`config.mk`:
```
export PLATFORM = sky130hd
export DESIGN_NAME = latest_frame_mailbox_fps_meter_flat
export DESIGN_NICKNAME = d
export VERILOG_FILES = /design/src/rtl/lfm_pkg.sv /design/src/rtl/lfm_ifs.sv /design/src/rtl/lfm_mul.sv /design/src/rtl/lfm_div.sv /design/src/rtl/latest_frame_mailbox_fps_meter.sv /design/src/flat_wrapper.sv
export SDC_FILE = /design/constraint.sdc
export NUM_CORES = 1
export LEC_CHECK = 0
export ABC_AREA = 1
export BUFFER_PORTS_ARGS = -buffer_cell sky130_fd_sc_hd__buf_4
export CAP_MARGIN = 20
export CORE_AREA = 5 5 239 241
export CTS_CLUSTER_DIAMETER = 150
export DETAILED_ROUTE_END_ITERATION = 8
export DIE_AREA = 0 0 244 246
export MAX_ROUTING_LAYER = met4
export PLACE_DENSITY = 0.76
export RECOVER_POWER = 25
export SETUP_SLACK_MARGIN = 0.2
export SYNTH_ARGS = -nofsm -noshare
export SYNTH_HDL_FRONTEND = slang
export SYNTH_SLANG_ARGS = --single-unit
```
`constraint.sdc`:
```
create_clock -name clk -period 17.57 [get_ports clk]
set_input_delay 0 -clock clk [delete_from_list [all_inputs] [get_ports clk]]
set_output_delay 0 -clock clk [all_outputs]
set_load 0.02 [all_outputs]
```
`src/rtl/lfm_pkg.sv`:
```
// ----------------------------------------------------------------------------
// lfm_pkg
// Shared widths and the tick_rate reset value of the mailbox and fps meter.
// ----------------------------------------------------------------------------
package lfm_pkg;

	localparam int FIELD_W = 32;
	localparam int CNT_W   = 32;
	localparam int RATE_W  = 17;
	localparam int PROD_W  = CNT_W + RATE_W;

	localparam logic [RATE_W-1:0] TICK_RATE_RST = RATE_W'(1000);

endpackage

```
`src/rtl/lfm_ifs.sv`:
```
// ----------------------------------------------------------------------------
// lfm_ifs
// Valid/ready channels of the mailbox: event input, result output, config.
// ----------------------------------------------------------------------------
interface lfm_evt_if;
	logic                        valid;
	logic                        ready;
	logic                        func;
	logic [lfm_pkg::FIELD_W-1:0] frame_addr;
	logic [lfm_pkg::FIELD_W-1:0] tick_now;

	modport source (output valid, func, frame_addr, tick_now, input ready);
	modport sink   (input valid, func, frame_addr, tick_now, output ready);
endinterface

interface lfm_res_if;
	logic                        valid;
	logic                        ready;
	logic [lfm_pkg::FIELD_W-1:0] fetched_addr;
	logic                        fetched_valid;
	logic [lfm_pkg::CNT_W-1:0]   frame_total;
	logic [lfm_pkg::CNT_W-1:0]   fps_value;
	logic                        frame_pending;

	modport source (output valid, fetched_addr, fetched_valid, frame_total, fps_value,
		frame_pending, input ready);
	modport sink   (input valid, fetched_addr, fetched_valid, frame_total, fps_value,
		frame_pending, output ready);
endinterface

interface lfm_cfg_if;
	logic                       valid;
	logic                       ready;
	logic [lfm_pkg::RATE_W-1:0] data;

	modport source (output valid, data, input ready);
	modport sink   (input valid, data, output ready);
endinterface

```
`src/rtl/lfm_mul.sv`:
```
// ----------------------------------------------------------------------------
// lfm_mul
// Bit-serial shift-and-add multiplier: one multiplier bit per cycle.
// ----------------------------------------------------------------------------
module lfm_mul (
	input  logic                        clk,
	input  logic                        arst_n,
	input  logic                        start,
	input  logic [lfm_pkg::CNT_W-1:0]   a,
	input  logic [lfm_pkg::RATE_W-1:0]  b,
	output logic [lfm_pkg::PROD_W-1:0]  prod,
	output logic                        done
);

	localparam int CW = $clog2(lfm_pkg::RATE_W);
	localparam logic [CW-1:0] LAST = CW'(lfm_pkg::RATE_W - 1);

	logic [lfm_pkg::PROD_W-1:0] acc_q;
	logic [lfm_pkg::CNT_W-1:0]  mcand_q;
	logic [CW-1:0]              cnt_q;
	logic                       busy_q;
	logic                       done_q;
	logic [lfm_pkg::CNT_W:0]    hi_sum;

	always_comb begin
		hi_sum = {1'b0, acc_q[lfm_pkg::PROD_W-1:lfm_pkg::RATE_W]};
		if (acc_q[0]) begin
			hi_sum = hi_sum + {1'b0, mcand_q};
		end
	end

	always_ff @(posedge clk or negedge arst_n) begin
		if (!arst_n) begin
			busy_q <= 1'b0;
			done_q <= 1'b0;
			cnt_q  <= '0;
		end else begin
			done_q <= busy_q && (cnt_q == LAST);
			if (start) begin
				busy_q <= 1'b1;
				cnt_q  <= '0;
			end else if (busy_q) begin
				if (cnt_q == LAST) begin
					busy_q <= 1'b0;
				end
				cnt_q <= cnt_q + CW'(1);
			end
		end
	end

	// shift the product right one bit per step, adding the multiplicand on a one
	always_ff @(posedge clk) begin
		if (start) begin
			acc_q   <= {{lfm_pkg::CNT_W{1'b0}}, b};
			mcand_q <= a;
		end else if (busy_q) begin
			acc_q <= {hi_sum, acc_q[lfm_pkg::RATE_W-1:1]};
		end
	end

	assign prod = acc_q;
	assign done = done_q;

endmodule

```
`src/rtl/lfm_div.sv`:
```
// ----------------------------------------------------------------------------
// lfm_div
// Bit-serial restoring divider: one quotient bit per cycle, 32-bit quotient.
// The high part of the dividend must be below the divisor.
// ----------------------------------------------------------------------------
module lfm_div (
	input  logic                        clk,
	input  logic                        arst_n,
	input  logic                        start,
	input  logic [lfm_pkg::PROD_W-1:0]  dividend,
	input  logic [lfm_pkg::CNT_W-1:0]   divisor,
	output logic [lfm_pkg::CNT_W-1:0]   quotient,
	output logic                        done
);

	localparam int CW = $clog2(lfm_pkg::CNT_W);
	localparam logic [CW-1:0] LAST = CW'(lfm_pkg::CNT_W - 1);

	logic [lfm_pkg::CNT_W-1:0] rem_q;
	logic [lfm_pkg::CNT_W-1:0] quo_q;
	logic [lfm_pkg::CNT_W-1:0] dsor_q;
	logic [CW-1:0]             cnt_q;
	logic                      busy_q;
	logic                      done_q;
	logic [lfm_pkg::CNT_W:0]   trial;
	logic [lfm_pkg::CNT_W:0]   diff;
	logic                      fits;

	always_comb begin
		trial = {rem_q, quo_q[lfm_pkg::CNT_W-1]};
		diff  = trial - {1'b0, dsor_q};
		fits  = (trial >= {1'b0, dsor_q});
	end

	always_ff @(posedge clk or negedge arst_n) begin
		if (!arst_n) begin
			busy_q <= 1'b0;
			done_q <= 1'b0;
			cnt_q  <= '0;
		end else begin
			done_q <= busy_q && (cnt_q == LAST);
			if (start) begin
				busy_q <= 1'b1;
				cnt_q  <= '0;
			end else if (busy_q) begin
				if (cnt_q == LAST) begin
					busy_q <= 1'b0;
				end
				cnt_q <= cnt_q + CW'(1);
			end
		end
	end

	// shift in one dividend bit, subtract when it fits
	always_ff @(posedge clk) begin
		if (start) begin
			rem_q  <= lfm_pkg::CNT_W'(dividend[lfm_pkg::PROD_W-1:lfm_pkg::CNT_W]);
			quo_q  <= dividend[lfm_pkg::CNT_W-1:0];
			dsor_q <= divisor;
		end else if (busy_q) begin
			rem_q <= fits ? diff[lfm_pkg::CNT_W-1:0] : trial[lfm_pkg::CNT_W-1:0];
			quo_q <= {quo_q[lfm_pkg::CNT_W-2:0], fits};
		end
	end

	assign quotient = quo_q;
	assign done     = done_q;

endmodule

```
`src/rtl/latest_frame_mailbox_fps_meter.sv`:
```
// ----------------------------------------------------------------------------
// latest_frame_mailbox_fps_meter
// Latest-frame mailbox with a windowed frame-rate meter.
// ----------------------------------------------------------------------------
// Usage:
//   evt  (sink)  : one word per event; func 0 = frame done with frame_addr and
//                  tick_now, func 1 = consumer fetch. A zero address is ignored.
//   res  (source): exactly one result word per event, in order.
//   cfg  (sink)  : tick_rate write, always ready; write only while idle.
// Sequencing:
//   A fetch or a frame that does not close the window passes from acceptance
//   through S_EXEC and S_FIN into the output register that drives res.valid.
//   A frame that closes the window adds a serial multiply (one tick_rate bit
//   per step) and a serial divide (one quotient bit per step) between S_EXEC
//   and S_FIN. One event is in work at a time; the next is accepted the cycle
//   after the result enters the output register.
// Reset:
//   All counters, the flag and the stored address clear; tick_rate is 1000.
// Stall:
//   A pending result holds in the output register; the event channel keeps
//   accepting one more event, whose result waits until the register frees.
// ----------------------------------------------------------------------------
module latest_frame_mailbox_fps_meter #(
	parameter int ADDR_WIDTH = 32
) (
	input  logic      clk,
	input  logic      arst_n,
	lfm_cfg_if.sink   cfg,
	lfm_evt_if.sink   evt,
	lfm_res_if.source res
);

	localparam int FW     = lfm_pkg::FIELD_W;
	localparam int KEEP_W = (ADDR_WIDTH < FW) ? ADDR_WIDTH : FW;

	localparam logic [2:0] S_IDLE = 3'd0;
	localparam logic [2:0] S_EXEC = 3'd1;
	localparam logic [2:0] S_MUL  = 3'd2;
	localparam logic [2:0] S_DIV  = 3'd3;
	localparam logic [2:0] S_FIN  = 3'd4;

	logic [2:0]                  state_q;
	logic                        func_q;
	logic [FW-1:0]               addr_q;
	logic [FW-1:0]               now_q;
	logic [lfm_pkg::RATE_W-1:0]  rate_q;
	logic [KEEP_W-1:0]           latest_q;
	logic                        new_q;
	logic [lfm_pkg::CNT_W-1:0]   total_q;
	logic [lfm_pkg::CNT_W-1:0]   wf_q;
	logic [lfm_pkg::CNT_W-1:0]   ws_q;
	logic [lfm_pkg::CNT_W-1:0]   fps_q;
	logic [lfm_pkg::CNT_W-1:0]   elapsed_q;
	logic [FW-1:0]               fa_q;
	logic                        fv_q;

	logic                        res_valid_q;
	logic [FW-1:0]               res_fa_q;
	logic                        res_fv_q;
	logic [lfm_pkg::CNT_W-1:0]   res_total_q;
	logic [lfm_pkg::CNT_W-1:0]   res_fps_q;
	logic                        res_pend_q;

	logic [lfm_pkg::CNT_W-1:0]   wf_nxt;
	logic [lfm_pkg::CNT_W-1:0]   elapsed;
	logic                        close_win;
	logic                        frame_ok;
	logic                        mul_start;
	logic                        div_start;
	logic                        mul_done;
	logic                        div_done;
	logic [lfm_pkg::PROD_W-1:0]  prod;
	logic [lfm_pkg::CNT_W-1:0]   quo;
	logic                        out_free;

	assign cfg.ready = 1'b1;
	assign evt.ready = (state_q == S_IDLE);

	always_comb begin
		frame_ok  = !func_q && (addr_q[KEEP_W-1:0] != '0);
		wf_nxt    = wf_q + lfm_pkg::CNT_W'(1);
		elapsed   = now_q - ws_q;
		close_win = (elapsed >= lfm_pkg::CNT_W'(rate_q));
		mul_start = (state_q == S_EXEC) && frame_ok && close_win;
		div_start = (state_q == S_MUL) && mul_done;
		out_free  = !res_valid_q || res.ready;
	end

	lfm_mul u_mul (
		.clk    (clk),
		.arst_n (arst_n),
		.start  (mul_start),
		.a      (wf_nxt),
		.b      (rate_q),
		.prod   (prod),
		.done   (mul_done)
	);

	lfm_div u_div (
		.clk      (clk),
		.arst_n   (arst_n),
		.start    (div_start),
		.dividend (prod),
		.divisor  (elapsed_q),
		.quotient (quo),
		.done     (div_done)
	);

	always_ff @(posedge clk or negedge arst_n) begin
		if (!arst_n) begin
			rate_q <= lfm_pkg::TICK_RATE_RST;
		end else if (cfg.valid && cfg.ready) begin
			rate_q <= cfg.data;
		end
	end

	always_ff @(posedge clk) begin
		if (evt.valid && evt.ready) begin
			func_q <= evt.func;
			addr_q <= evt.frame_addr;
			now_q  <= evt.tick_now;
		end
	end

	always_ff @(posedge clk or negedge arst_n) begin
		if (!arst_n) begin
			state_q   <= S_IDLE;
			latest_q  <= '0;
			new_q     <= 1'b0;
			total_q   <= '0;
			wf_q      <= '0;
			ws_q      <= '0;
			fps_q     <= '0;
			elapsed_q <= '0;
			fa_q      <= '0;
			fv_q      <= 1'b0;
		end else begin
			unique case (state_q)
				S_IDLE: begin
					if (evt.valid) begin
						state_q <= S_EXEC;
					end
				end
				S_EXEC: begin
					state_q <= mul_start ? S_MUL : S_FIN;
					fa_q    <= (func_q && new_q) ? FW'(latest_q) : '0;
					fv_q    <= func_q && new_q;
					if (func_q) begin
						new_q <= 1'b0;
					end else if (frame_ok) begin
						latest_q <= addr_q[KEEP_W-1:0];
						new_q    <= 1'b1;
						total_q  <= total_q + lfm_pkg::CNT_W'(1);
						if (close_win) begin
							wf_q      <= '0;
							ws_q      <= now_q;
							elapsed_q <= elapsed;
						end else begin
							wf_q <= wf_nxt;
						end
					end
				end
				S_MUL: begin
					if (mul_done) begin
						state_q <= S_DIV;
					end
				end
				S_DIV: begin
					if (div_done) begin
						fps_q   <= (elapsed_q == '0) ? '0 : quo;
						state_q <= S_FIN;
					end
				end
				S_FIN: begin
					if (out_free) begin
						state_q <= S_IDLE;
					end
				end
				default: begin
					state_q <= S_IDLE;
				end
			endcase
		end
	end

	always_ff @(posedge clk or negedge arst_n) begin
		if (!arst_n) begin
			res_valid_q <= 1'b0;
		end else if ((state_q == S_FIN) && out_free) begin
			res_valid_q <= 1'b1;
		end else if (res.ready) begin
			res_valid_q <= 1'b0;
		end
	end

	always_ff @(posedge clk) begin
		if ((state_q == S_FIN) && out_free) begin
			res_fa_q    <= fa_q;
			res_fv_q    <= fv_q;
			res_total_q <= total_q;
			res_fps_q   <= fps_q;
			res_pend_q  <= new_q;
		end
	end

	assign res.valid         = res_valid_q;
	assign res.fetched_addr  = res_fa_q;
	assign res.fetched_valid = res_fv_q;
	assign res.frame_total   = res_total_q;
	assign res.fps_value     = res_fps_q;
	assign res.frame_pending = res_pend_q;

endmodule

```
`src/flat_wrapper.sv`:
```
// flat-port wrapper written by rule: the top's interface ports become plain ports
module latest_frame_mailbox_fps_meter_flat 
#(
	parameter int ADDR_WIDTH = 32
)
  (clk, arst_n, cfg_valid, cfg_data, cfg_ready, evt_valid, evt_func, evt_frame_addr, evt_tick_now, evt_ready, res_valid, res_fetched_addr, res_fetched_valid, res_frame_total, res_fps_value, res_frame_pending, res_ready);
  lfm_cfg_if cfg_i ();
  lfm_evt_if evt_i ();
  lfm_res_if res_i ();
  input  logic clk;
  input  logic arst_n;
  input wire logic [$bits(cfg_i.valid)-1:0] cfg_valid;
  input wire logic [$bits(cfg_i.data)-1:0] cfg_data;
  output wire logic [$bits(cfg_i.ready)-1:0] cfg_ready;
  input wire logic [$bits(evt_i.valid)-1:0] evt_valid;
  input wire logic [$bits(evt_i.func)-1:0] evt_func;
  input wire logic [$bits(evt_i.frame_addr)-1:0] evt_frame_addr;
  input wire logic [$bits(evt_i.tick_now)-1:0] evt_tick_now;
  output wire logic [$bits(evt_i.ready)-1:0] evt_ready;
  output wire logic [$bits(res_i.valid)-1:0] res_valid;
  output wire logic [$bits(res_i.fetched_addr)-1:0] res_fetched_addr;
  output wire logic [$bits(res_i.fetched_valid)-1:0] res_fetched_valid;
  output wire logic [$bits(res_i.frame_total)-1:0] res_frame_total;
  output wire logic [$bits(res_i.fps_value)-1:0] res_fps_value;
  output wire logic [$bits(res_i.frame_pending)-1:0] res_frame_pending;
  input wire logic [$bits(res_i.ready)-1:0] res_ready;
  assign cfg_i.valid = cfg_valid;
  assign cfg_i.data = cfg_data;
  assign cfg_ready = cfg_i.ready;
  assign evt_i.valid = evt_valid;
  assign evt_i.func = evt_func;
  assign evt_i.frame_addr = evt_frame_addr;
  assign evt_i.tick_now = evt_tick_now;
  assign evt_ready = evt_i.ready;
  assign res_valid = res_i.valid;
  assign res_fetched_addr = res_i.fetched_addr;
  assign res_fetched_valid = res_i.fetched_valid;
  assign res_frame_total = res_i.frame_total;
  assign res_fps_value = res_i.fps_value;
  assign res_frame_pending = res_i.frame_pending;
  assign res_i.ready = res_ready;
  latest_frame_mailbox_fps_meter #(.ADDR_WIDTH(ADDR_WIDTH)) u_core (.clk(clk), .arst_n(arst_n), .cfg(cfg_i), .evt(evt_i), .res(res_i));
endmodule
```
Yosys cells after proc, flatten, opt, wreduce, memory -nomap -nowiden

Cells that the tools add are included.
Widths: inputs -> output; s select.

Bitwise logic cells: 1
Equality and inequality tests: 10
Reductions and logical operators: 24
Magnitude comparators: 2
$mul: 0
Multiplexer cells: 31
Add/subtract/negate cells: 7
Divide/modulo/power cells: 0
Shifts and indexed selects: 0

Operators by type and width:

| kind                  | count |
|---|---|
| $mux 32               | 6 |
| $mux 17               | 4 |
| $add 32x1->32 const B | 2 |
| $sub 32x32->32        | 2 |
| $add 32x32->33        | 1 |
| $ge 33x32->1          | 1 |
| $mux 33               | 1 |
| $ge 32x17->1          | 1 |
| $logic_not 32->1      | 1 |
| $reduce_bool 32->1    | 1 |
| $mux 5                | 4 |
| $mux 3                | 5 |
| $pmux 3 s5            | 1 |
| $add 5x1->5 const B   | 2 |
| $eq 5x5->1 const B    | 2 |
| $mux 1                | 10 |
| $logic_and 1x1->1     | 9 |
| $reduce_and 4->1      | 2 |
| $reduce_bool 2->1     | 4 |
| $eq 3x2->1 const B    | 2 |
| $ne 2x2->1 const B    | 3 |
| $reduce_and 2->1      | 2 |
| $eq 3x1->1 const B    | 1 |
| $eq 3x3->1 const B    | 1 |
| other kinds (6)       | 7 |

Input bits: 87
Output and inout port bits: 101
Bits in read-only memories: 0
Register bits after elaboration: 601
Memories kept: 0
Latch bits: 0
Bits in writable memories: 0

Logic depth before layout (Yosys ltp)

Depth after elaboration: 6
Depth in mapped cells: 30
Depth with buffers taken out: 28

Cells and area by module

A second synthesis with hierarchy kept.

Cell total of the unflattened synthesis: 3900
Area total of the unflattened synthesis: 31720.4 sq um

By module, submodules not included:

| module                         | area an instance (sq um) | instances | cells an instance |
|---|---|---|---|
| latest_frame_mailbox_fps_meter | 18818.0                  | 1         | 2054 |
| lfm_div                        | 7083.0                   | 1         | 992 |
| lfm_mul                        | 5819.3                   | 1         | 854 |

Worst setup path after synthesis

Ideal clock, no wire load.

Kind: reg-to-reg
Start: register u_core.state_q[2]
End: register u_core.addr_q[0], enable pin
Setup slack: 11918 ps
Data required time: 17002 ps
Clock period less this slack: 5652 ps
Arrival time: 5084 ps
Cell stages (with the launch flop): 4
Cell sequence: dfrtp_1 nor2_1 inv_1 nor3_1

Word-level cells in the longest chain between the ends: 2

RTL lines:

| item                     | line                                  | source |
|---|---|---|
| start: declaration       | latest_frame_mailbox_fps_meter.sv:42  | `logic [2:0] state_q;` |
| start signal: assignment | latest_frame_mailbox_fps_meter.sv:145 | `state_q <= mul_start ? S_MUL : S_FIN;` |
| $logic_not 3->1          | latest_frame_mailbox_fps_meter.sv:77  | `assign evt.ready = (state_q == S_IDLE);` |
| $logic_and 1x1->1        | latest_frame_mailbox_fps_meter.sv:118 | `if (evt.valid && evt.ready) begin` |
| end signal: assignment   | latest_frame_mailbox_fps_meter.sv:120 | `addr_q <= evt.frame_addr;` |
| end: declaration         | latest_frame_mailbox_fps_meter.sv:44  | `logic [FW-1:0] addr_q;` |

No other way between the ends.
A chain may end at the register's enable or synchronous reset.

Worst setup path in the final report

Start: register u_core.ws_q[0] in the netlist's numbering
End: register u_core.u_mul.acc_q (netlist bit u_core.u_mul.prod[12]), enable pin

Word-level cells in the longest chain between the ends: 4

RTL lines:

| item                               | line                                  | source |
|---|---|---|
| start: declaration                 | latest_frame_mailbox_fps_meter.sv:51  | `logic [lfm_pkg::CNT_W-1:0] ws_q;` |
| start signal: assignment           | latest_frame_mailbox_fps_meter.sv:156 | `ws_q <= now_q;` |
| $sub 32x32->32                     | latest_frame_mailbox_fps_meter.sv:82  | `elapsed = now_q - ws_q;` |
| named net u_core.elapsed (one bit) | latest_frame_mailbox_fps_meter.sv:65  | `logic [lfm_pkg::CNT_W-1:0] elapsed;` |
| $ge 32x17->1                       | latest_frame_mailbox_fps_meter.sv:83  | `close_win = (elapsed >= lfm_pkg::CNT_W'(rate_q));` |
| $logic_and 1x1->1                  | latest_frame_mailbox_fps_meter.sv:84  | `mul_start = (state_q == S_EXEC) && frame_ok && close_win;` |
| $reduce_bool 2->1 (no line)        | -                                     |  |
| end signal: assignment             | lfm_mul.sv:54                         | `acc_q <= {{lfm_pkg::CNT_W{1'b0}}, b};` |
| end signal: assignment             | lfm_mul.sv:57                         | `acc_q <= {hi_sum, acc_q[lfm_pkg::RATE_W-1:1]};` |
| end: declaration                   | lfm_mul.sv:18                         | `logic [lfm_pkg::PROD_W-1:0] acc_q;` |

The timed path passes the listed nets, and every way through them passes these cells.

==> metrics <==
Setup crit start kind flop; FF-to-FF setup slack 12.41 ns; Tot GR Track Use between 20% and 30%; Post-Syn Area 0.02982 mm²; first-pass GRT wire length between 100 and 150 mm; Root Buffer clkbuf_16; Synth area leader edfxtp_1; max FFs per register 49; Synth Net Count 3525; Pwr Density 81.47 mW/mm²; Combinational Power Share around 2.5%; clock share of power 46.1%; site row count 86; Port Buffer Count between 150 and 200; clk_lat worst skew between 0.6 and 0.7 ns; CTS tree done; fin crit share 29.38%; switching pwr about 0.0006 W; Synth area leaders edfxtp_1 30%, dfrtp_1 21%, nand2_1 11%, inv_1 5.5%, ha_1 5.0%; ys async rst share between 40 and 50%; status finished, violations left; sequential cell area fraction in the yosys report 54.59%; internal power 0.002267 W; Setup TNS 0 ns; # setup viols final 0; post-CTS sizing 0; synthesis-to-layout area growth 17.77%; worst hold-check path type input pin to flop; Post-CTS Hold Buffers 121; vias in the first global route 22920; CTS H-tree depth 2; Die W approximately 240 µm; Crit Path Class flop to flop; clock-pin slew on the worst setup and hold paths 0.07 ns; via count 23640; syn_area_per_cell about 9 µm²; layout cell share with drive strength beyond 1 9.883%; design area 0.03512 mm²; DR iter-0 viols 1947; final count of hold timing violations 0; Critical Path RT 17.94 ns; Tmin final 5.162 ns; die height 246 µm; CP endpoint kind flop; Boundary Pins approximately 190; RD Place Congestion 1.003; largest net degree at the start of global routing about 100; post-synth top area share 29.51%; Seq pwr share 51.5%; Post-DP HPWL approximately 53 mm; commonest non-fill, non-tap cell in the layout nand2_1; initial antenna violation count 2; Synth Instances 3317; Net Sw Frac 20.76%; Post-synth EDFFs 293; Max VDD drop around 0.11 mV; register bit total from synthesis around 600; Critical Path Fanout Max 102; Initial Utilization 54.55%; failing checks capacitance limit, slew limit; Crit path arrival time between 5 and 6 ns; Die ar. 0.06002 mm²; Routed WL 75.08 mm; RSZ-0062 raised after global routing no; WL/cell 17.19 µm; drc violations 0; synth unique cells 52; most frequent cells in the layout 874 x nand2_1, 433 x inv_1, 293 x edfxtp_1, 282 x o21ai_0, 255 x dfrtp_1; Layout Skew about 0.047 ns; Longest Clk Path Bufs 3; Fmax 0.1937 GHz; fin. max-slew vios between 100 and 150; Max-cap violations 2; Post-DP Area 0.03184 mm²; clock sink total 601; Ys Warns 0; Core Region 0.05466 mm²; Slew HR -167.4%; Vias per Instance 5.411; Top FF cell, synth edfxtp_1; grt total ovfl 0; post-route ant nets 0; nets@finish 3820; Pleak about 15 nW; Slew @ Worst Pin around 4.0 ns; Post CTS Setup Buffer Count 0; DR pass1 iterations 6; total CTS buffers 59
==> path summary, 6_finish.rpt <==
kind,startpoint,cells past startpoint,end
hold reg to reg,u_core.fps_q[30],0,u_core.res.fps_value[30]
setup reg to reg,u_core.ws_q[0],22,u_core.u_mul.prod[12]
setup / recovery,u_core.ws_q[0],22,u_core.u_mul.prod[12]
hold / removal,evt_frame_addr[17],2,u_core.addr_q[17]
max in group asynchronous,arst_n,6,u_core.elapsed_q[25]
min in group asynchronous,arst_n,4,u_core.latest_q[3]
==> kinds of logic (layout without fill, tap and decap cells) <==
group | count (synthesis) | after routing | share of synthesized area (%)
xor+xnor | 113 | 113 | 3.319
flops | 601 | 601 | 54.59
fa+ha+maj | 121 | 121 | 5.153
simple gates | 1369 | 1369 | 19.15
compound gates | 575 | 575 | 10.63
other cells | 1 | 2 | 0.01258
buf+inv | 537 | 883 | 7.142
==> through the flow <==
step	std cells	util, %	hold WS (ns)	setup slack (ns)	power, W
after floorplan	3317	-	-0.2956	11.92	0.001512
after global placement	4128	58.18	0.002728	12.36	0.001547
after detailed placement	4130	58.24	0.008978	12.27	0.001548
after CTS	4363	64.26	0.02472	12.26	0.002887
after global routing	4368	64.24	0.06840	11.81	0.002951
final	4368	64.24	0.08359	12.41	0.002861
==> synth_stat cells (33+ instances only) <==
library cell,instances
a21oi_1,126
inv_1,433
edfxtp_1,293
nor3_1,38
o21ai_0,282
nand2_1,875
o21ai_1,41
nor2_1,190
clkbuf_1,62
nand3_1,162
ha_1,118
nor4_1,33
o22ai_1,37
dfxtp_1,47
dfrtp_1,255
xor2_1,82
==> layer usage <==
layer | part of all wire, % | routed length (µm) | global-route usage [%]
met2 | 46 | 34560 | 40.08
met5 | 0 | 0 | -
met4 | 2.2 | 1653 | 5.825
met1 | 45 | 33870 | 35.88
met3 | 6.6 | 4988 | 3.721
==> power groups by stage <==
stage	clock network, W	registers [W]	logic (W)
after floorplan	0	0.00150	0.0000113
after global placement	0	0.00150	0.0000466
after detailed placement	0	0.00150	0.0000474
after CTS	0.00134	0.00147	0.0000716
after global routing	0.00140	0.00147	0.0000776
final	0.00132	0.00147	0.0000706
==> cell type report <==
cell class                 instances  area (µm²)
clock buffer                      78        1619
multi-input combinational       2179       11440
fill                            4445       19550
tap                              704       880.8
antenna                            1       2.502
sequential                       601       16280
timing repair buffer             332        2800
clock inverter                    34       440.4
inverter                         439        1652
==> critical path, cell delays in order, from the launching register on <==
cell,delay (ns)
dfrtp_1,0.38
ha_1,0.25
fa_1,0.41
inv_1,0.09
nand3_1,0.08
nand3_2,0.13
nand2_1,0.06
nand2_1,0.13
nand2_1,0.07
nand2_1,0.10
xor2_1,0.27
ha_1,0.28
nand2_1,0.08
nor2_1,0.05
a211oi_1,0.17
nand2_1,0.08
nand3_1,0.09
nand2_1,0.06
nor2_1,0.08
nand4_1,0.15
nand2_4,0.72
nand2_1,0.73
buf_8,0.37
No activity file was read; power rests on OpenSTA's default activity.
